--- config.mk ---
export PLATFORM = sky130hd
export DESIGN_NAME = json_number_lexer
export DESIGN_NICKNAME = d
export VERILOG_FILES = /design/src/design/jnl_pkg.sv /design/src/design/jnl_front.sv /design/src/design/jnl_queue.sv /design/src/design/jnl_back.sv /design/src/design/json_number_lexer.sv
export SDC_FILE = /design/constraint.sdc
export NUM_CORES = 1
export LEC_CHECK = 0
export ABC_AREA = 1
export BUFFER_PORTS_ARGS = -buffer_cell sky130_fd_sc_hd__buf_2
export CAP_MARGIN = 20
export CORE_UTILIZATION = 45
export CTS_BUF_LIST = sky130_fd_sc_hd__clkbuf_4 sky130_fd_sc_hd__clkbuf_8
export DETAILED_ROUTE_END_ITERATION = 10
export PLACE_DENSITY = 0.68
export SYNTH_ARGS = -nofsm -noshare
export SYNTH_HDL_FRONTEND = slang
export SYNTH_SLANG_ARGS = --single-unit
--- constraint.sdc ---
create_clock -name clk_i -period 4 [get_ports clk_i]
set_clock_uncertainty 0.1 [all_clocks]
set_input_delay 0.2 -clock clk_i [delete_from_list [all_inputs] [get_ports clk_i]]
set_output_delay 0.2 -clock clk_i [all_outputs]
set_load 0.005 [all_outputs]
--- src/design/jnl_pkg.sv ---
package jnl_pkg;

  // character classes handed from the front to the back
  typedef enum logic [2:0] {
    CC_WS,
    CC_MINUS,
    CC_PLUS,
    CC_DOT,
    CC_EXP,
    CC_DIGIT,
    CC_OTHER
  } char_class_e;

  typedef struct packed {
    char_class_e cls;
    logic [3:0]  digit;
    logic        begin_new;
  } item_t;

  typedef struct packed {
    logic [1:0]  parse_status;
    logic        consumed;
    logic        is_negative;
    logic [31:0] mantissa;
    logic [5:0]  frac_digits;
    logic        exp_sign_neg;
    logic [13:0] exp_magnitude;
    logic        mant_overflow;
  } result_t;

  localparam logic [1:0] PH_START = 2'd0;
  localparam logic [1:0] PH_INT   = 2'd1;
  localparam logic [1:0] PH_FRAC  = 2'd2;
  localparam logic [1:0] PH_EXP   = 2'd3;

  localparam logic [1:0] ST_INCOMPLETE = 2'd0;
  localparam logic [1:0] ST_COMPLETE   = 2'd1;
  localparam logic [1:0] ST_ERROR      = 2'd2;

  localparam logic [5:0]  FRAC_MAX = 6'd63;
  localparam logic [13:0] EXP_MAX  = 14'd9999;

  localparam logic [7:0] CH_MINUS = 8'h2D;
  localparam logic [7:0] CH_PLUS  = 8'h2B;
  localparam logic [7:0] CH_DOT   = 8'h2E;
  localparam logic [7:0] CH_E_LO  = 8'h65;
  localparam logic [7:0] CH_E_UP  = 8'h45;
  localparam logic [7:0] CH_SPACE = 8'h20;
  localparam logic [7:0] CH_LF    = 8'h0A;
  localparam logic [7:0] CH_CR    = 8'h0D;
  localparam logic [7:0] CH_TAB   = 8'h09;
  localparam logic [7:0] CH_ZERO  = 8'h30;
  localparam logic [7:0] CH_NINE  = 8'h39;

endpackage

--- src/design/jnl_front.sv ---
module jnl_front import jnl_pkg::*; (
  input  logic       in_valid_i,
  output logic       in_ready_o,
  input  logic [7:0] char_i,
  input  logic       begin_new_i,
  output logic       push_valid_o,
  input  logic       push_ready_i,
  output item_t      push_item_o
);

  logic [3:0] dig_off;

  // ascii digits carry their value in the low nibble
  assign dig_off = char_i[3:0];

  always_comb begin
    push_item_o.begin_new = begin_new_i;
    push_item_o.digit     = dig_off;
    priority if (char_i >= CH_ZERO && char_i <= CH_NINE) begin
      push_item_o.cls = CC_DIGIT;
    end else if (char_i == CH_SPACE || char_i == CH_LF || char_i == CH_CR ||
                 char_i == CH_TAB) begin
      push_item_o.cls = CC_WS;
    end else if (char_i == CH_MINUS) begin
      push_item_o.cls = CC_MINUS;
    end else if (char_i == CH_PLUS) begin
      push_item_o.cls = CC_PLUS;
    end else if (char_i == CH_DOT) begin
      push_item_o.cls = CC_DOT;
    end else if (char_i == CH_E_LO || char_i == CH_E_UP) begin
      push_item_o.cls = CC_EXP;
    end else begin
      push_item_o.cls = CC_OTHER;
    end
  end

  assign push_valid_o = in_valid_i;
  assign in_ready_o   = push_ready_i;

endmodule

--- src/design/jnl_queue.sv ---
module jnl_queue import jnl_pkg::*; #(
  parameter int Depth = 2
) (
  input  logic  clk_i,
  input  logic  rst_ni,
  input  logic  wr_valid_i,
  output logic  wr_ready_o,
  input  item_t wr_item_i,
  output logic  rd_valid_o,
  input  logic  rd_ready_i,
  output item_t rd_item_o
);

  localparam int AddrW = (Depth > 1) ? $clog2(Depth) : 1;
  localparam int CntW  = $clog2(Depth + 1);
  localparam logic [AddrW-1:0] LastAddr = AddrW'(Depth - 1);
  localparam logic [CntW-1:0]  FullCnt  = CntW'(Depth);

  item_t            mem_q [Depth];
  logic [AddrW-1:0] wr_ptr_q, wr_ptr_d, rd_ptr_q, rd_ptr_d;
  logic [CntW-1:0]  cnt_q, cnt_d;
  logic             do_wr, do_rd;

  assign wr_ready_o = (cnt_q != FullCnt);
  assign rd_valid_o = (cnt_q != '0);
  assign rd_item_o  = mem_q[rd_ptr_q];
  assign do_wr      = wr_valid_i && wr_ready_o;
  assign do_rd      = rd_valid_o && rd_ready_i;

  always_comb begin
    wr_ptr_d = wr_ptr_q;
    rd_ptr_d = rd_ptr_q;
    cnt_d    = cnt_q;
    if (do_wr) begin
      wr_ptr_d = (wr_ptr_q == LastAddr) ? '0 : wr_ptr_q + 1'b1;
    end
    if (do_rd) begin
      rd_ptr_d = (rd_ptr_q == LastAddr) ? '0 : rd_ptr_q + 1'b1;
    end
    if (do_wr && !do_rd) begin
      cnt_d = cnt_q + 1'b1;
    end else if (do_rd && !do_wr) begin
      cnt_d = cnt_q - 1'b1;
    end
  end

  always_ff @(posedge clk_i or negedge rst_ni) begin
    if (!rst_ni) begin
      wr_ptr_q <= '0;
      rd_ptr_q <= '0;
      cnt_q    <= '0;
    end else begin
      wr_ptr_q <= wr_ptr_d;
      rd_ptr_q <= rd_ptr_d;
      cnt_q    <= cnt_d;
    end
  end

  always_ff @(posedge clk_i) begin
    if (do_wr) begin
      mem_q[wr_ptr_q] <= wr_item_i;
    end
  end

endmodule

--- src/design/jnl_back.sv ---
module jnl_back import jnl_pkg::*; (
  input  logic    clk_i,
  input  logic    rst_ni,
  input  logic    item_valid_i,
  output logic    item_ready_o,
  input  item_t   item_i,
  output logic    res_valid_o,
  input  logic    res_ready_i,
  output result_t res_o
);

  logic [1:0]  phase_q, phase_d;
  logic        dreq_q, dreq_d;
  logic        sgn_ok_q, sgn_ok_d;
  logic        neg_q, neg_d;
  logic        eneg_q, eneg_d;
  logic [31:0] mant_q, mant_d;
  logic [5:0]  frac_q, frac_d;
  logic [13:0] exp_q, exp_d;
  logic [1:0]  status_q, status_d;
  logic        ovf_q, ovf_d;
  logic        used_q, used_d;
  logic        valid_q;
  logic        pop;

  // values after an optional begin_new clear
  logic [1:0]  c_phase;
  logic        c_dreq, c_sgn_ok, c_neg, c_eneg, c_ovf;
  logic [31:0] c_mant;
  logic [5:0]  c_frac;
  logic [13:0] c_exp;
  logic [1:0]  c_status;

  logic [35:0] mant_x10;
  logic [17:0] exp_x10;

  assign pop          = item_valid_i && (!valid_q || res_ready_i);
  assign item_ready_o = !valid_q || res_ready_i;

  always_comb begin
    if (item_i.begin_new) begin
      c_phase  = PH_START;
      c_dreq   = 1'b0;
      c_sgn_ok = 1'b0;
      c_neg    = 1'b0;
      c_eneg   = 1'b0;
      c_mant   = '0;
      c_frac   = '0;
      c_exp    = '0;
      c_status = ST_INCOMPLETE;
      c_ovf    = 1'b0;
    end else begin
      c_phase  = phase_q;
      c_dreq   = dreq_q;
      c_sgn_ok = sgn_ok_q;
      c_neg    = neg_q;
      c_eneg   = eneg_q;
      c_mant   = mant_q;
      c_frac   = frac_q;
      c_exp    = exp_q;
      c_status = status_q;
      c_ovf    = ovf_q;
    end
  end

  // times ten as two shifted adds
  assign mant_x10 = ({4'b0, c_mant} << 3) + ({4'b0, c_mant} << 1) + {32'b0, item_i.digit};
  assign exp_x10  = ({4'b0, c_exp} << 3) + ({4'b0, c_exp} << 1) + {14'b0, item_i.digit};

  always_comb begin
    phase_d  = c_phase;
    dreq_d   = c_dreq;
    sgn_ok_d = c_sgn_ok;
    neg_d    = c_neg;
    eneg_d   = c_eneg;
    mant_d   = c_mant;
    frac_d   = c_frac;
    exp_d    = c_exp;
    status_d = c_status;
    ovf_d    = c_ovf;
    used_d   = 1'b0;
    if (c_status == ST_INCOMPLETE) begin
      unique case (c_phase)
        PH_START: begin
          if (item_i.cls == CC_WS) begin
            used_d = 1'b1;
          end else if (item_i.cls == CC_MINUS) begin
            neg_d   = 1'b1;
            dreq_d  = 1'b1;
            phase_d = PH_INT;
            used_d  = 1'b1;
          end else if (item_i.cls == CC_DIGIT) begin
            phase_d = PH_INT;
            mant_d  = mant_x10[31:0];
            ovf_d   = c_ovf | (mant_x10[35:32] != '0);
            dreq_d  = 1'b0;
            used_d  = 1'b1;
          end else begin
            status_d = ST_ERROR;
          end
        end
        PH_INT, PH_FRAC: begin
          if (item_i.cls == CC_DIGIT) begin
            mant_d = mant_x10[31:0];
            ovf_d  = c_ovf | (mant_x10[35:32] != '0);
            dreq_d = 1'b0;
            if (c_phase == PH_FRAC && c_frac != FRAC_MAX) begin
              frac_d = c_frac + 1'b1;
            end
            used_d = 1'b1;
          end else if (item_i.cls == CC_DOT && c_phase == PH_INT) begin
            if (c_dreq) begin
              status_d = ST_ERROR;
            end else begin
              phase_d = PH_FRAC;
              dreq_d  = 1'b1;
              used_d  = 1'b1;
            end
          end else if (item_i.cls == CC_EXP) begin
            if (c_dreq) begin
              status_d = ST_ERROR;
            end else begin
              phase_d  = PH_EXP;
              dreq_d   = 1'b1;
              sgn_ok_d = 1'b1;
              used_d   = 1'b1;
            end
          end else begin
            status_d = c_dreq ? ST_ERROR : ST_COMPLETE;
          end
        end
        PH_EXP: begin
          if (item_i.cls == CC_DIGIT) begin
            exp_d    = (exp_x10 > {4'b0, EXP_MAX}) ? EXP_MAX : exp_x10[13:0];
            sgn_ok_d = 1'b0;
            dreq_d   = 1'b0;
            used_d   = 1'b1;
          end else if (item_i.cls == CC_PLUS || item_i.cls == CC_MINUS) begin
            if (c_sgn_ok) begin
              if (item_i.cls == CC_MINUS) begin
                eneg_d = 1'b1;
              end
              sgn_ok_d = 1'b0;
              dreq_d   = 1'b1;
              used_d   = 1'b1;
            end else begin
              status_d = ST_ERROR;
            end
          end else begin
            status_d = c_dreq ? ST_ERROR : ST_COMPLETE;
          end
        end
        default: begin
          status_d = c_status;
        end
      endcase
    end
  end

  always_ff @(posedge clk_i or negedge rst_ni) begin
    if (!rst_ni) begin
      phase_q  <= PH_START;
      dreq_q   <= 1'b0;
      sgn_ok_q <= 1'b0;
      neg_q    <= 1'b0;
      eneg_q   <= 1'b0;
      mant_q   <= '0;
      frac_q   <= '0;
      exp_q    <= '0;
      status_q <= ST_INCOMPLETE;
      ovf_q    <= 1'b0;
      used_q   <= 1'b0;
      valid_q  <= 1'b0;
    end else begin
      if (pop) begin
        phase_q  <= phase_d;
        dreq_q   <= dreq_d;
        sgn_ok_q <= sgn_ok_d;
        neg_q    <= neg_d;
        eneg_q   <= eneg_d;
        mant_q   <= mant_d;
        frac_q   <= frac_d;
        exp_q    <= exp_d;
        status_q <= status_d;
        ovf_q    <= ovf_d;
        used_q   <= used_d;
        valid_q  <= 1'b1;
      end else if (res_ready_i) begin
        valid_q <= 1'b0;
      end
    end
  end

  // the state registers double as the result register
  assign res_valid_o         = valid_q;
  assign res_o.parse_status  = status_q;
  assign res_o.consumed      = used_q;
  assign res_o.is_negative   = neg_q;
  assign res_o.mantissa      = mant_q;
  assign res_o.frac_digits   = frac_q;
  assign res_o.exp_sign_neg  = eneg_q;
  assign res_o.exp_magnitude = exp_q;
  assign res_o.mant_overflow = ovf_q;

endmodule

--- src/design/json_number_lexer.sv ---
// path: an accepted request is written into the queue, then popped into the lexer state
//   registers, whose update makes the result valid; a stalled output holds it in the queue
// throughput: one character per cycle while m_axis_tready does not stall the output
// reset: rst_ni low clears the queue, the lexer state and the output valid
//   at once; the block is ready to take requests as soon as rst_ni is released
module json_number_lexer import jnl_pkg::*; #(
  parameter int QueueDepth = 2
) (
  input  logic        clk_i,
  input  logic        rst_ni,
  input  logic        s_axis_tvalid,
  output logic        s_axis_tready,
  input  logic [7:0]  s_axis_tdata,   // char_in
  input  logic [0:0]  s_axis_tuser,   // begin_new
  output logic        m_axis_tvalid,
  input  logic        m_axis_tready,
  // parse_status, consumed, is_negative, mantissa, frac_digits, exp_sign_neg,
  // exp_magnitude, mant_overflow, zero fill
  output logic [63:0] m_axis_tdata
);

  logic    push_valid, push_ready;
  item_t   push_item;
  logic    q_valid, q_ready;
  item_t   q_item;
  result_t res;

  jnl_front u_front (
    .in_valid_i   (s_axis_tvalid),
    .in_ready_o   (s_axis_tready),
    .char_i       (s_axis_tdata),
    .begin_new_i  (s_axis_tuser[0]),
    .push_valid_o (push_valid),
    .push_ready_i (push_ready),
    .push_item_o  (push_item)
  );

  jnl_queue #(
    .Depth (QueueDepth)
  ) u_queue (
    .clk_i      (clk_i),
    .rst_ni     (rst_ni),
    .wr_valid_i (push_valid),
    .wr_ready_o (push_ready),
    .wr_item_i  (push_item),
    .rd_valid_o (q_valid),
    .rd_ready_i (q_ready),
    .rd_item_o  (q_item)
  );

  jnl_back u_back (
    .clk_i        (clk_i),
    .rst_ni       (rst_ni),
    .item_valid_i (q_valid),
    .item_ready_o (q_ready),
    .item_i       (q_item),
    .res_valid_o  (m_axis_tvalid),
    .res_ready_i  (m_axis_tready),
    .res_o        (res)
  );

  assign m_axis_tdata = {6'b0,
                         res.mant_overflow,
                         res.exp_magnitude,
                         res.exp_sign_neg,
                         res.frac_digits,
                         res.mantissa,
                         res.is_negative,
                         res.consumed,
                         res.parse_status};

  // a queue that pushes back must be holding something for the lexer
  assert property (@(posedge clk_i) disable iff (!rst_ni)
    !s_axis_tready |-> q_valid)
    else $error("queue full while empty");

  // a terminating or ignored character is never consumed
  assert property (@(posedge clk_i) disable iff (!rst_ni)
    (m_axis_tvalid && res.parse_status != ST_INCOMPLETE) |-> !res.consumed)
    else $error("consumed with final status");

  assert property (@(posedge clk_i) disable iff (!rst_ni)
    m_axis_tvalid |-> (res.exp_magnitude <= EXP_MAX &&
                       (res.parse_status == ST_INCOMPLETE ||
                        res.parse_status == ST_COMPLETE ||
                        res.parse_status == ST_ERROR)))
    else $error("exponent saturation or status code broken");

endmodule

# After elaboration in Yosys (flattened, before gate mapping)
# Memory sizes are Yosys's and may differ from the RTL's.
# Index checks and enable logic that the tools add are counted.
[word_totals]
regBits = 67
ram_bits = 16
in_bits = 13
output_inout_bits = 66
elab_cells = 178
memories = 1
[mem_list]
columns = ["name", "depth", "word_bits", "read_ports", "rd_ports_with_merged_regs", "write_ports", "line_no", "text"]
rows = [
  ["u_queue.mem_q", 2, 8, 1, 0, 1, "jnl_queue.sv:19", "item_t mem_q [Depth];"],
]
[classes]
add_sub_neg = 9
magnitude_cmp = 3
n_eq_ne = 19
mux = 106
bitwise_logic = 1
reduce_logical = 24
[ops]
columns = ["operator", "count"]
rows = [
  ["$mux 32", 5],
  ["$mux 14", 5],
  ["$pmux 32 s2", 1],
  ["$mux 1", 53],
  ["$mux 2", 26],
  ["$add 35x33->36", 1],
  ["$add 36x4->36", 1],
  ["$eq 8x6->1 const B", 4],
  ["$mux 6", 5],
  ["$eq 8x4->1 const B", 3],
  ["$add 17x15->18", 1],
  ["$add 18x4->18", 1],
  ["$gt 18x14->1 const B", 1],
  ["$eq 8x7->1 const B", 2],
  ["$mux 3", 5],
  ["$ge 8x6->1 const B", 1],
  ["$le 8x6->1 const B", 1],
  ["$logic_and 1x1->1", 7],
  ["$add 6x1->6 const B", 1],
  ["$eq 3x2->1 const B", 2],
  ["$eq 3x3->1 const B", 2],
  ["$logic_or 1x1->1", 6],
  ["$ne 6x6->1 const B", 1],
  ["$pmux 1 s3", 2],
  ["other kinds (17)", 25],
]

# Depth between registers and ports, before layout
# Gate-level depths: netlist (run 1).
# An unclocked memory read counts as a cell.
[depth]
word_depth = 11
depth_mapped = 28
depth_no_buf = 27

# Modules after synthesis
# A second synthesis (run 1) with hierarchy kept.
[unflattened]
cells_unflattened = 1440
hier_area_um2 = 9187.6
[by_module_without_submodules]
columns = ["mod", "instances", "cells_per_inst", "area_each_um2", "seq_area_each_um2"]
rows = [
  ["jnl_back", 1, 1313, 8040.2, 1576.5],
  ["jnl_queue", 1, 70, 823.3, 580.6],
  ["jnl_front", 1, 50, 275.3, 0.0],
  ["json_number_lexer", 1, 7, 48.8, 0.0],
]

# Worst setup path before layout (run 1)
# Ideal clock, no wire load.
[synth_path]
path_kind = "reg-to-reg"
from = "register u_queue.rd_ptr_q"
to = "register u_back.ovf_q"
setup_ns = 0.116
arrival_time_ns = 3.265
t_required_ns = 3.784
setup_slack_ns = 0.518
stages_incl_launch_ff = 25
n_path_buf = 2
period_less_slack_ns = 3.482
cell_sequence = "dfrtp_1 -> inv_2 -> nand2_2 -> nand2_4 -> buf_2 -> buf_1 -> nor2_1 -> ha_1 -> ha_1 -> inv_1 -> fa_1 -> o21ai_0 -> nand2_1 -> nand2_1 -> nand2_1 -> nand2_1 -> nand2_1 -> nand3_1 -> nand2_1 -> nor2_1 -> nand2_1 -> nand2_1 -> nand2_1 -> nand2_1 -> nand2_1"
[synth_between]
elab_chain_len = 11
word_cells_on_any_way = 22
cone_classes = "add/sub (2); eq/ne (4); mux (9); bitwise (1); reduce/logical (5); memory (1)"
[synth_rtl]
columns = ["element", "line_no", "text"]
rows = [
  ["start: declaration", "jnl_queue.sv:20", "logic [AddrW-1:0] wr_ptr_q, wr_ptr_d, rd_ptr_q, rd_ptr_d;"],
  ["start signal: assignment", "jnl_queue.sv:54", "rd_ptr_q <= rd_ptr_d;"],
  ["$mem_v2 2x8 (*)", "--", ""],
  ["$mux 32", "jnl_back.sv:41", "if (item_i.begin_new) begin"],
  ["$add 35x33->36", "jnl_back.sv:67", "assign mant_x10 = ({4'b0, c_mant} << 3) + ({4'b0, c_mant} << 1) + {32'b0, item_i.digit};"],
  ["$add 36x4->36", "jnl_back.sv:67", ""],
  ["$reduce_bool 4->1", "jnl_back.sv:95, jnl_back.sv:105", ""],
  ["$or 1x1->1", "jnl_back.sv:95, jnl_back.sv:105", ""],
  ["$mux 1", "jnl_back.sv:92, jnl_back.sv:103", ""],
  ["$mux 1", "jnl_back.sv:87", "end else if (item_i.cls == CC_MINUS) begin"],
  ["$mux 1", "jnl_back.sv:85", "if (item_i.cls == CC_WS) begin"],
  ["$pmux 1 s2", "jnl_back.sv:83", "unique case (c_phase)"],
  ["$mux 1 (*)", "jnl_back.sv:82", "if (c_status == ST_INCOMPLETE) begin"],
  ["end signal: assignment", "jnl_back.sv:185", "ovf_q <= ovf_d;"],
  ["end: declaration", "jnl_back.sv:21", "logic ovf_q, ovf_d;"],
]
# Every way passes the cells marked *; elsewhere a longest branch is shown, timed or not.
# A chain may end at the register's enable or synchronous reset.

# Worst setup path in the final report (run 1)
# Same ends and word-level chain as after synthesis.

==> metrics.md, run 1 <==
| Metric | Value |
|---|---|
| Slew HR | `0.401` |
| R2R setup slack | `0.27 ns` |
| Layout cells sized above 1 | `0.118` |
| Compound-gate portion of the synthesized area | `0.152` |
| Setup total negative slack | `0 ns` |
| Avg Cell Area, Syn | `about 6.4 um^2` |
| Cell internal pwr | `approximately 3.1 mW` |
| DR pass1 iterations | `5` |
| Worst setup path endpoint | `u_back.ovf_q$_DFFE_PN0P_` |
| Finish-stage setup viols | `0` |
| Final ANT Viol Nets | `0` |
| Worst Max-Slew Pin Slew | `0.898 ns` |
| Switching Fraction | `0.556` |
| Post-route DRC | `0` |
| Lkg Pwr | `roughly 5.6 nW` |
| Synthesized cell area | `0.00929 mm^2` |
| Crit start category | `register` |
| Via count | `9303` |
| Worst Setup End Kind | `register` |
| Chip Width | `roughly 150 um` |
| Comb power frac | `0.711` |
| Area growth syn-to-layout | `10.1%` |
| CP required | `approximately 4.2 ns` |
| # diodes | `0` |
| Placed cell count | `1778` |
| Routed WL | `around 26000 um` |
| Max-slew violations | `0` |
| Post-synthesis mux area share | `0` |
| Count leader, synth | `nand2_1` |
| First-pass GRT wire length | `between 40000 and 50000 um` |
| Fin crit period | `3.73 ns` |
| Die Area | `0.0212 mm^2` |
| Clock slew seen by the registers of the worst setup and hold paths | `approximately 0.090 ns` |
| Seq cells post-synth | `83` |
| Reg2reg start | `u_queue.rd_ptr_q$_DFFE_PN0P_` |
| PortBufs | `72` |
| Power Density | `675 mW/mm^2` |
| Fraction of registers with async set/reset | `0.807` |
| Post-synth top cells | `nand2_1, inv_1, nor2_1` |
| IR drop worst, VDD | `about 740 uV` |
| CTS tree | `built` |
| Root buf cell | `clkbuf_8` |
| RePlAce Congestion | `approximately 0.97` |
| Hold WC Path Type | `input pin to register` |
| Drt wl/cell | `about 15 um` |
| Status | `finished, final reports clean` |
| Pin count of the biggest net entering global routing | `slightly below 70` |
| Drt initial violations | `603` |
| EDFF count, synth | `16` |
| Nets@finish | `1642` |
| Psw | `3.84 mW` |
| Ports | `79` |
| Kind of critical path | `register to register` |
| Worst setup startpoint | `u_queue.rd_ptr_q$_DFFE_PN0P_` |
| Synth unique cells | `59` |
| CTS sink cnt | `83` |
| Sequential power share | `0.193` |
| Final Hold Slack | `0.130 ns` |
| Vias in the first global route | `8907` |
| Sequential area share after synthesis | `0.232` |
| Initial core utilization | `0.459` |
| Max frequency | `approximately 270 MHz` |
| Post-Syn Instances | `between 1000 and 1500` |
| Post-synth top area share | `0.180` |
| Synth Flop Type | `dfrtp_1` |
| Reg2Reg Depth | `22` |
| Routed vias/inst | `5.15` |
| Fin. Hold Viols | `0` |
| Reg2Reg Capture Point | `u_back.ovf_q$_DFFE_PN0P_` |
| Critical Path AT | `~3.9 ns` |
| Non-filler cells, final | `about 1800` |
| Initial antenna violation count | `0` |
| # H-tree levels | `3` |
| Dominant cell type by area after synthesis | `dfrtp_1` |
| Clk pwr share | `0.096` |
| Largest family of logic cells by synthesized area | `simple AND/OR/NAND/NOR gates` |
| DPL Wire Length | `a little over 20000 um` |
| Grt total ovfl | `0` |
| Post-Synth XOR/XNOR Area | `0.0236` |
| Total GRT Usage | `0.254` |
| YS warnings | `0` |
| Final Cycle Share | `0.933` |
| Core box area | `0.0202 mm^2` |
| Max-Cap Viols | `0` |
| Largest cells by area after synthesis | `dfrtp_1, nand2_1, ha_1` |
| FP Rows | `52` |
| Simple-gate share of the synthesized area | `0.332` |
| Post-Synth Adder-Cell Area | `0.136` |
| Die Span Y | `146 um` |
| Max Buffers Root-to-Sink | `2` |
| CTS Buf Count | `9` |
| Clk Latency, worst-skew pair | `0.39 ns` |
| Critical path peak fanout | `16` |
per-layer routing:
metal | vias up | share of wire | track usage
met5 | - | 0 | 0
met4 | 0 | 0.021 | 0.0705
met3 | 39 | 0.050 | 0.0345
met2 | 222 | 0.47 | 0.444
met1 | 4236 | 0.46 | 0.325
li1 | 4806 | - | -
sequential cells by signal, indices dropped and copies added, names as in the netlist, 2 cells and up:
| name | cells |
|---|---|
| u_back.mant_q | 32 |
| u_queue.mem_q | 16 |
| u_back.phase_q | 2 |
| u_queue.cnt_q | 2 |
| u_back.frac_q | 6 |
| u_back.exp_q | 14 |
| u_back.status_q | 2 |
layout by cell type, fill, tap and decap left out, types with 9 or more instances in the layout:
cell type / synthesis / final
o211ai_1: 11 / 11
buf_4: 12 / 19
a21oi_1: 86 / 85
inv_2: 16 / 16
ha_1: 96 / 96
clkbuf_8: 0 / 10
dfrtp_1: 67 / 66
edfxtp_1: 16 / 16
nand2_1: 425 / 425
nand3_2: 13 / 13
buf_2: 10 / 71
o21ai_1: 33 / 35
nor3_1: 13 / 13
xnor2_1: 11 / 11
o21ai_0: 71 / 69
nand4_1: 12 / 12
a21oi_2: 9 / 9
xor2_1: 14 / 14
inv_1: 225 / 225
nand3_1: 66 / 66
nor2_1: 142 / 142
critical path: stages (launching register included):
cell and delay, ns:
dfrtp_2 0.48, inv_2 0.14, nand2_1 0.07, nand2_2 0.21, buf_4 0.31, nand2_1 0.11
inv_1 0.16, ha_1 0.27, ha_1 0.37, a21oi_1 0.35, nand2_1 0.10, nand2_1 0.08
nand2_1 0.07, a21oi_1 0.27, nand2_1 0.09, nand2_1 0.06, nand2_1 0.04, nor2_1 0.07
nand2_1 0.05, nand2_1 0.07, nand2_1 0.05, nand2_1 0.05, nand2_1 0.04
how the worst min path moves through the flow:
stage	startpoint	endpoint	slack, ns	cells after the start
floorplan	rst_ni	u_back.dreq_q$_DFFE_PN0P_	-0.20	0
global placement	rst_ni	u_back.mant_q[26]$_DFFE_PN0P_	0.28	1
detailed placement	rst_ni	u_back.mant_q[25]$_DFFE_PN0P_	0.29	1
CTS	s_axis_tvalid	u_queue.wr_ptr_q$_DFFE_PN0P_	0.12	5
global route	s_axis_tvalid	u_queue.wr_ptr_q$_DFFE_PN0P_	0.18	5
finish	s_axis_tvalid	u_queue.wr_ptr_q$_DFFE_PN0P_	0.13	5
through the flow:
step	power [mW]	util	setup WS (ns)	instance area, um^2
finish	6.90	0.506	0.269	10200
global route	7.58	0.506	-0.00487	10200
CTS	6.81	0.504	0.0996	10200
detailed placement	6.11	0.490	0.121	9920
global placement	6.05	0.490	0.248	9920
floorplan	4.85	-	0.518	9310
repair_timing:
| action | 4_1_cts | 5_1_grt |
|---|---|---|
| hold buffers | 7 | 0 |
| setup endpoints to repair | 0 | 28 |
| gates resized for setup | 0 | 3 |
| hold endpoints to repair | 78 | 0 |
| buffers inserted | 0 | 3 |
area by class of cell:
class,instances,area (um^2)
Clock buffer,10,138
Fill cell,2103,10000
Clock inverter,6,63.8
Sequential cell,83,2160
Inverter,244,921
Tap cell,270,338
Multi-Input combinational cell,1094,6020
Timing Repair Buffer,98,588
power groups by stage:
| stage | Clock [mW] | Combinational, mW | Sequential (mW) |
|---|---|---|---|
| after global placement | 0 | 4.70 | 1.35 |
| after floorplan | 0 | 3.54 | 1.31 |
| after CTS | 0.676 | 4.79 | 1.34 |
| after detailed placement | 0 | 4.76 | 1.35 |
| final | 0.660 | 4.91 | 1.33 |
| after global routing | 0.704 | 5.51 | 1.37 |
kinds of logic (layout without fill, tap and decap cells):
logic type               after synthesis  count (layout)
AND/OR/NAND/NOR                      716             717
XOR/XNOR                              25              25
flip-flops                            83              83
adder cells (fa/ha/maj)               99              99
buffers and inverters                284             358
other                                  1               6
AO/OA/AOI/OAI                        247             247
(Power assumes the default switching activity.)
==> inputs of run 2 (changes only) <==
--- a/config.mk
+++ b/config.mk
@@ -14,4 +14,5 @@
 export PLACE_DENSITY = 0.68
 export SYNTH_ARGS = -nofsm -noshare
 export SYNTH_HDL_FRONTEND = slang
+export SYNTH_HIERARCHICAL = 1
 export SYNTH_SLANG_ARGS = --single-unit
==> run 2 against run 1 <==
Net effect:
- global-route usage is 0.52 points lower
- setup slack better by 0.069 ns
- critical path depth is 1 higher
- largest power group unchanged
==> metrics.md, run 2 <==
| Metric | Value |
|---|---|
| Regs by FF count | `u_back/mant_q: 32 flops, u_queue/mem_q: 16 flops, u_back/exp_q: 14 flops` |
| Worst Max-Slew Pin Slew | `0.903 ns (+0.00496 ns)` |
| Initial core utilization | `0.466 (+0.00683)` |
| EDFF count, synth | `16 (unchanged)` |
| Avg Cell Area, Syn | `6.38 um^2 (about the same)` |
| DR pass1 iterations | `6 (+1)` |
| Seq cells post-synth | `83 (unchanged)` |
| RSZ-0062 raised after global routing | `no` |
| Critical path peak fanout | `19 (+3)` |
| Synth unique cells | `52 (-12%)` |
| Layout cells sized above 1 | `0.114 (-0.00399)` |
| Via count | `9221 (-0.88%)` |
| Power Density | `702 mW/mm^2 (+4.1%)` |
| Post-Syn Instances | `1440 (-1.0%)` |
| Max reg flops | `32 (unchanged)` |
| Slew HR | `0.396 (-0.00553)` |
| Setup total negative slack | `0 ns (unchanged)` |
| Max-slew violations | `0 (unchanged)` |
| Reg2reg start | `u_queue/rd_ptr_q$_DFFE_PN0P_` |
| Reg2Reg Depth | `23 (+4.5%)` |
| Fillers | `2063 (-1.9%)` |
| Kind of critical path | `register to register` |
| Routed WL | `25000 um (-5.1%)` |
| Lkg Pwr | `5.80 nW (+2.8%)` |
| Largest cells by area after synthesis | `nand2_1, dfrtp_1, ha_1` |
| Drt initial violations | `669 (+11%)` |
| Fin crit period | `3.66 ns (-0.0693 ns)` |
| FP Rows | `51 (-1.9%)` |
| Hold depth | `1 (-4)` |
| Ports | `79 (unchanged)` |
| CTS tree | `built` |
| PortBufs | `72 (unchanged)` |
| RePlAce Congestion | `0.968 (-0.51%)` |
| YS warnings | `6 (+6)` |
| DPL Wire Length | `19500 um (-5.0%)` |
| Hold WC Path Type | `input pin to register` |
| Core box area | `0.0197 mm^2 (-2.6%)` |
| IR drop worst, VDD | `353 uV (-52%)` |
| Die Span Y | `145 um (-0.55%)` |
| Die Area | `0.0210 mm^2 (-1.1%)` |
| CP required | `4.23 ns (+0.04 ns)` |
| Worst hold start | `s_axis_tdata[1]` |
| Pin count of the biggest net entering global routing | `68 (unchanged)` |
| First-pass GRT wire length | `41200 um (-5.6%)` |
| Status | `finished, final reports clean` |
| Clk Latency, worst-skew pair | `0.38 ns (about the same)` |
| Synth Flop Type | `dfrtp_1` |
| # diodes | `0 (unchanged)` |
| Hold worst-path end | `u_queue/mem_q[1][2]$_DFFE_PP_` |
| CTS Buf Count | `9 (unchanged)` |
| Commonest non-fill, non-tap cell in the layout | `nand2_1` |
| Max-Cap Viols | `0 (unchanged)` |
| Initial antenna violation count | `0 (unchanged)` |
| Sequential area share after synthesis | `0.235 (+0.00259)` |
| Dominant cell type by area after synthesis | `nand2_1` |
| Fraction of registers with async set/reset | `0.807 (unchanged)` |
| Max frequency | `273 MHz (+1.9%)` |
| Critical Path AT | `3.89 ns (-0.03 ns)` |
| Vias in the first global route | `8473 (-4.9%)` |
| Chip Width | `145 um (-0.55%)` |
| Crit start category | `register` |
| Post-synth top cells | `nand2_1, inv_1, nor2_1` |
| Commonest cells after routing, fill and taps aside | `nand2_1, inv_1, nor2_1` |
| Finish-stage setup viols | `0 (unchanged)` |
| Final ANT Viol Nets | `0 (unchanged)` |
| Area growth syn-to-layout | `8.55%` |
| Nets@finish | `1608 (-2.1%)` |
| Most flops, register | `u_back/mant_q` |
| Drt wl/cell | `14.1 um (-3.0%)` |
| Synthesized cell area | `0.00919 mm^2 (-1.1%)` |
| Reg2Reg Capture Point | `u_back/exp_q[12]$_DFFE_PN0P_` |
| Post-synth top area share | `0.184 (+0.00379)` |
| Final Cycle Share | `0.916 (-0.0173)` |
| Count leader, synth | `nand2_1` |
| Post-route DRC | `0 (unchanged)` |
| Fin. Hold Viols | `0 (unchanged)` |
| Clock slew seen by the registers of the worst setup and hold paths | `0.11 ns (+0.02 ns)` |
| Grt total ovfl | `0 (unchanged)` |
| Worst Setup End Kind | `register` |
| Root buf cell | `clkbuf_8` |
| Routed vias/inst | `5.22 (+1.3%)` |
| CTS sink cnt | `83 (unchanged)` |
| Power Total | `7.01 mW (+1.5%)` |
| R2R setup slack | `0.34 ns (+0.07 ns)` |
| Total GRT Usage | `0.248 (-0.00524)` |
| Max Buffers Root-to-Sink | `2 (unchanged)` |
| # H-tree levels | `3 (unchanged)` |
-- run 2: changes by cell type after synthesis, moves of 13 or more --
cell,change
a21oi_1,+19
nand2_1,+26
nand2_2,+14
nand3_1,+13
o21ai_0,-23
o21ai_1,-31
-- run 2: logic make-up after synthesis --
| group | synth area share |
|---|---|
| simple gates | 0.344 |
| buf+inv | 0.128 |
| compound gates | 0.129 |
| fa+ha+maj | 0.137 |
| flops | 0.235 |
| xor+xnor | 0.0274 |
| other cells | 0.000408 |
-- run 2: how the worst max path moves through the flow --
stage                                 start                      endpoint  slack (ns)  cells after the start
2_1_floorplan  u_queue/rd_ptr_q$_DFFE_PN0P_   u_back/exp_q[0]$_DFFE_PN0P_        0.47                     26
3_3_place_gp   u_queue/rd_ptr_q$_DFFE_PN0P_   u_back/exp_q[6]$_DFFE_PN0P_        0.34                     23
3_5_place_dp   u_queue/rd_ptr_q$_DFFE_PN0P_   u_back/exp_q[2]$_DFFE_PN0P_        0.19                     19
4_1_cts        u_queue/rd_ptr_q$_DFFE_PN0P_  u_back/exp_q[12]$_DFFE_PN0P_        0.18                     20
5_1_grt        u_queue/rd_ptr_q$_DFFE_PN0P_      u_back/ovf_q$_DFFE_PN0P_        0.04                     26
6_report       u_queue/rd_ptr_q$_DFFE_PN0P_  u_back/exp_q[12]$_DFFE_PN0P_        0.34                     23
-- run 2: through the flow --
step	utilization	setup slack [ns]	cells	hold WS (ns)	cell area (um^2)
2_1_floorplan	-	0.471	1445	-0.196	9210
3_3_place_gp	0.491	0.338	1743	0.284	9680
3_5_place_dp	0.491	0.192	1743	0.300	9680
4_1_cts	0.504	0.180	1765	0.00416	9940
5_1_grt	0.506	0.0425	1766	0.0140	9970
6_report	0.506	0.338	1766	0.0156	9970
-- run 2: power by group --
part           internal (mW)  total, mW  switching (mW)
Sequential              1.14       1.32           0.180
Combinational           1.66       5.04            3.39
Clock                  0.250      0.642           0.392
Total                   3.05       7.01            3.96
-- run 2: cell type report --
class	count	area, um^2	area share
Clock buffer	9	124	0.0124
Multi-Input combinational cell	1079	5880	0.590
Tap cell	265	332	0.0332
Timing Repair Buffer	88	514	0.0516
Clock inverter	7	76.3	0.00765
Inverter	235	887	0.0889
Sequential cell	83	2160	0.216
-- run 2: per-layer routing --
| metal | track usage | up-vias | share of wire |
|---|---|---|---|
| met3 | 0.0283 | 15 | 0.057 |
| met1 | 0.360 | 4250 | 0.49 |
| li1 | - | 4697 | - |
| met4 | 0.0476 | 0 | 0.010 |
| met2 | 0.396 | 259 | 0.44 |
| met5 | 0 | - | 0 |
-- run 2: critical path: stages (launching register included) --
cell,delay (ns)
dfrtp_2,0.49
inv_2,0.15
nand2_1,0.09
nand2_2,0.13
inv_6,0.11
nand2_1,0.10
inv_1,0.07
fa_1,0.51
fa_1,0.49
nand3_1,0.13
nand2_2,0.09
nand2_1,0.10
nand2_2,0.06
nand2_2,0.07
nand2_1,0.05
nand2_1,0.07
nand2_1,0.06
nor2_1,0.10
nand2_1,0.07
nand2_2,0.24
nand3_2,0.11
nand2_1,0.07
nand2_1,0.05
nand2_1,0.10
-- run 2: what timing repair did --
action / CTS / global route
hold endpoints to repair: 76 / 0
setup endpoints to repair: 0 / 17
buffers inserted: 0 / 1
resized for setup: 0 / 4
hold buffers: 6 / 0
==> inputs of run 3 (changes only) <==
==> constraint.sdc (replaced) <==
create_clock -name clk_i -period 4.45 [get_ports clk_i]
set_clock_uncertainty 0.1 [all_clocks]
set_input_delay 0.2225 -clock clk_i [delete_from_list [all_inputs] [get_ports clk_i]]
set_output_delay 0.2225 -clock clk_i [all_outputs]
set_load 0.005 [all_outputs]
==> run 3 against run 2 <==
Net effect:
- hold slack worse by 0.0020 ns
- largest power group unchanged
- sequential share of layout area up 0.12 points
- critical endpoint is now u_back/ovf_q$_DFFE_PN0P_
- first-iteration DRC count down 9.0%
- global-route usage down 0.32 points
==> metrics.md, run 3 (synthesis gave the netlist of run 2 again) <==
| Metric | Value |
|---|---|
| Status | `finished, final reports clean` |
| CP required | `4.64 ns (+0.41 ns)` |
| Max frequency | `255 MHz (-6.7%)` |
| Routed vias/inst | `5.19 (-0.68%)` |
| Root buf cell | `clkbuf_8` |
| Commonest cells after routing, fill and taps aside | `nand2_1, inv_1, nor2_1` |
| Drt wl/cell | `14.1 um (-0.54%)` |
| DPL Wire Length | `19300 um (-1.0%)` |
| Chip Width | `145 um (unchanged)` |
| Via count | `9138 (-0.90%)` |
| RSZ-0062 raised after global routing | `no` |
| Grt total ovfl | `0 (unchanged)` |
| Critical path peak fanout | `24 (+5)` |
| Resize count post-CTS | `0 (unchanged)` |
| Max-slew violations | `0 (unchanged)` |
| Vias in the first global route | `8177 (-3.5%)` |
| Fin crit period | `3.93 ns (+0.264 ns)` |
| Routed WL | `24800 um (-0.77%)` |
| Worst Setup End Kind | `register` |
| Hold WC Path Type | `input pin to register` |
| Post-route DRC | `0 (unchanged)` |
| Max incr delay on CP | `0.53 ns (+0.02 ns)` |
| # H-tree levels | `3 (unchanged)` |
| Core box area | `0.0197 mm^2 (unchanged)` |
| Setup total negative slack | `0 ns (unchanged)` |
| DR pass1 iterations | `5 (-1)` |
| Reg2Reg Depth | `26 (+13%)` |
| Lkg Pwr | `5.78 nW (-0.45%)` |
| FP Rows | `51 (unchanged)` |
| Area growth syn-to-layout | `7.90%` |
| Max Buffers Root-to-Sink | `2 (unchanged)` |
| Power Density | `633 mW/mm^2 (-9.8%)` |
| Crit start category | `register` |
| Commonest non-fill, non-tap cell in the layout | `nand2_1` |
| Drt initial violations | `609 (-9.0%)` |
| PortBufs | `72 (unchanged)` |
| Die Span Y | `145 um (unchanged)` |
| Pin count of the biggest net entering global routing | `68 (unchanged)` |
| Post-CTS Setup Inserts | `0 (unchanged)` |
| Hold depth | `1 (unchanged)` |
| Slowest-stage cell, CP | `dfrtp_1` |
| Nets@finish | `1604 (-0.25%)` |
| Layout cells sized above 1 | `0.112 (-0.00237)` |
| First-pass GRT wire length | `40300 um (-2.1%)` |
| CTS sink cnt | `83 (unchanged)` |
| Final Cycle Share | `0.882 (-0.0333)` |
| Most flops, register | `u_back/mant_q` |
| # diodes | `0 (unchanged)` |
| Clock slew seen by the registers of the worst setup and hold paths | `0.11 ns (about the same)` |
| Total GRT Usage | `0.245 (-0.00320)` |
| CTS tree | `built` |
| Die Area | `0.0210 mm^2 (unchanged)` |
| Worst path most repeated cell | `nand2_1` |
| Slew HR | `0.364 (-0.0312)` |
| IR drop worst, VDD | `278 uV (-21%)` |
| Place WS | `0.582 ns (+0.390 ns)` |
| Worst Max-Slew Pin Slew | `0.950 ns (+0.0467 ns)` |
| RePlAce Congestion | `0.892 (-7.8%)` |
| Clk Latency, worst-skew pair | `0.39 ns (about the same)` |
| Finish-stage setup viols | `0 (unchanged)` |
| Initial antenna violation count | `0 (unchanged)` |
| Kind of critical path | `register to register` |
| CTS Buf Count | `9 (unchanged)` |
| Final setup margin | `0.524 ns (+0.186 ns)` |
| Ports | `79 (unchanged)` |
| Fin. Hold Viols | `0 (unchanged)` |
| Max reg flops | `32 (unchanged)` |
| Initial core utilization | `0.466 (unchanged)` |
| Regs by FF count | `u_back/mant_q: 32 flops, u_queue/mem_q: 16 flops, u_back/exp_q: 14 flops` |
| Critical Path AT | `4.12 ns (+0.23 ns)` |
| Final ANT Viol Nets | `0 (unchanged)` |
| Max-Cap Viols | `0 (unchanged)` |
-- run 3: cell count changes in the layout (fill, tap and decap cells not counted), sizes merged --
| cell | previous run | this run |
|---|---|---|
| buf | 82 | 80 |
| dlygate4sd3 | 6 | 4 |
-- run 3: worst paths after layout --
kind	start	end	slack [ns]
worst max-delay path	u_queue/rd_ptr_q$_DFFE_PN0P_	u_back/ovf_q$_DFFE_PN0P_	0.52
worst min-delay path	s_axis_tdata[3]	u_queue/mem_q[1][4]$_DFFE_PP_	0.01
worst max register to register	u_queue/rd_ptr_q$_DFFE_PN0P_	u_back/ovf_q$_DFFE_PN0P_	0.52
worst min register to register	u_back/sgn_ok_q$_DFFE_PN0P_	u_back/sgn_ok_q$_DFFE_PN0P_	0.40
max in group asynchronous	rst_ni	u_back/mant_q[5]$_DFFE_PN0P_	3.27
min in group asynchronous	rst_ni	u_back/frac_q[4]$_DFFE_PN0P_	0.40
-- run 3: power by group --
group          switching, mW  internal (mW)
Combinational           3.03           1.48
Sequential             0.162           1.02
Clock                  0.359          0.223
Total                   3.55           2.73
-- run 3: final cells by class --
cell class	count	area [um^2]
clock buffers	9	124
fillers	2027	9800
multi-input cells	1079	5880
clock inverters	7	73.8
repair buffers	84	463
inverters	235	885
well taps	265	332
flip-flops and latches	83	2160
-- run 3: metal layers --
metal  global-route usage  vias to the layer above  part of all wire
met5                    0                        -                 0
met4               0.0554                        0             0.015
met3               0.0339                       26             0.060
met2                0.387                      276              0.43
met1                0.352                     4157              0.50
li1                     -                     4679                 -
-- run 3: per-stage QoR --
stage | total power, mW | hold slack (ns) | instance area, um^2 | instances | utilization
floorplan | 4.46 | -0.173 | 9210 | 1445 | -
detailed placement | 5.64 | 0.312 | 9680 | 1742 | 0.491
finish | 6.28 | 0.0136 | 9910 | 1762 | 0.503
CTS | 6.26 | 0.00803 | 9910 | 1762 | 0.503
global route | 6.93 | 0.0208 | 9910 | 1762 | 0.503
global placement | 5.60 | 0.300 | 9680 | 1742 | 0.491
-- run 3: what timing repair did --
item / CTS / global route
endpoints found under the setup margin: 0 / 0
hold buffers: 4 / 0
endpoints found under the hold margin: 73 / 0
-- run 3: worst max-delay path: cells and delay by family, from the launching register on --
family	cells	cell delay, ns
AND/OR/NAND/NOR	18	1.68
flip-flops	1	0.53
adder cells (fa/ha/maj)	2	0.74
buffers and inverters	5	0.61
XOR/XNOR	1	0.19
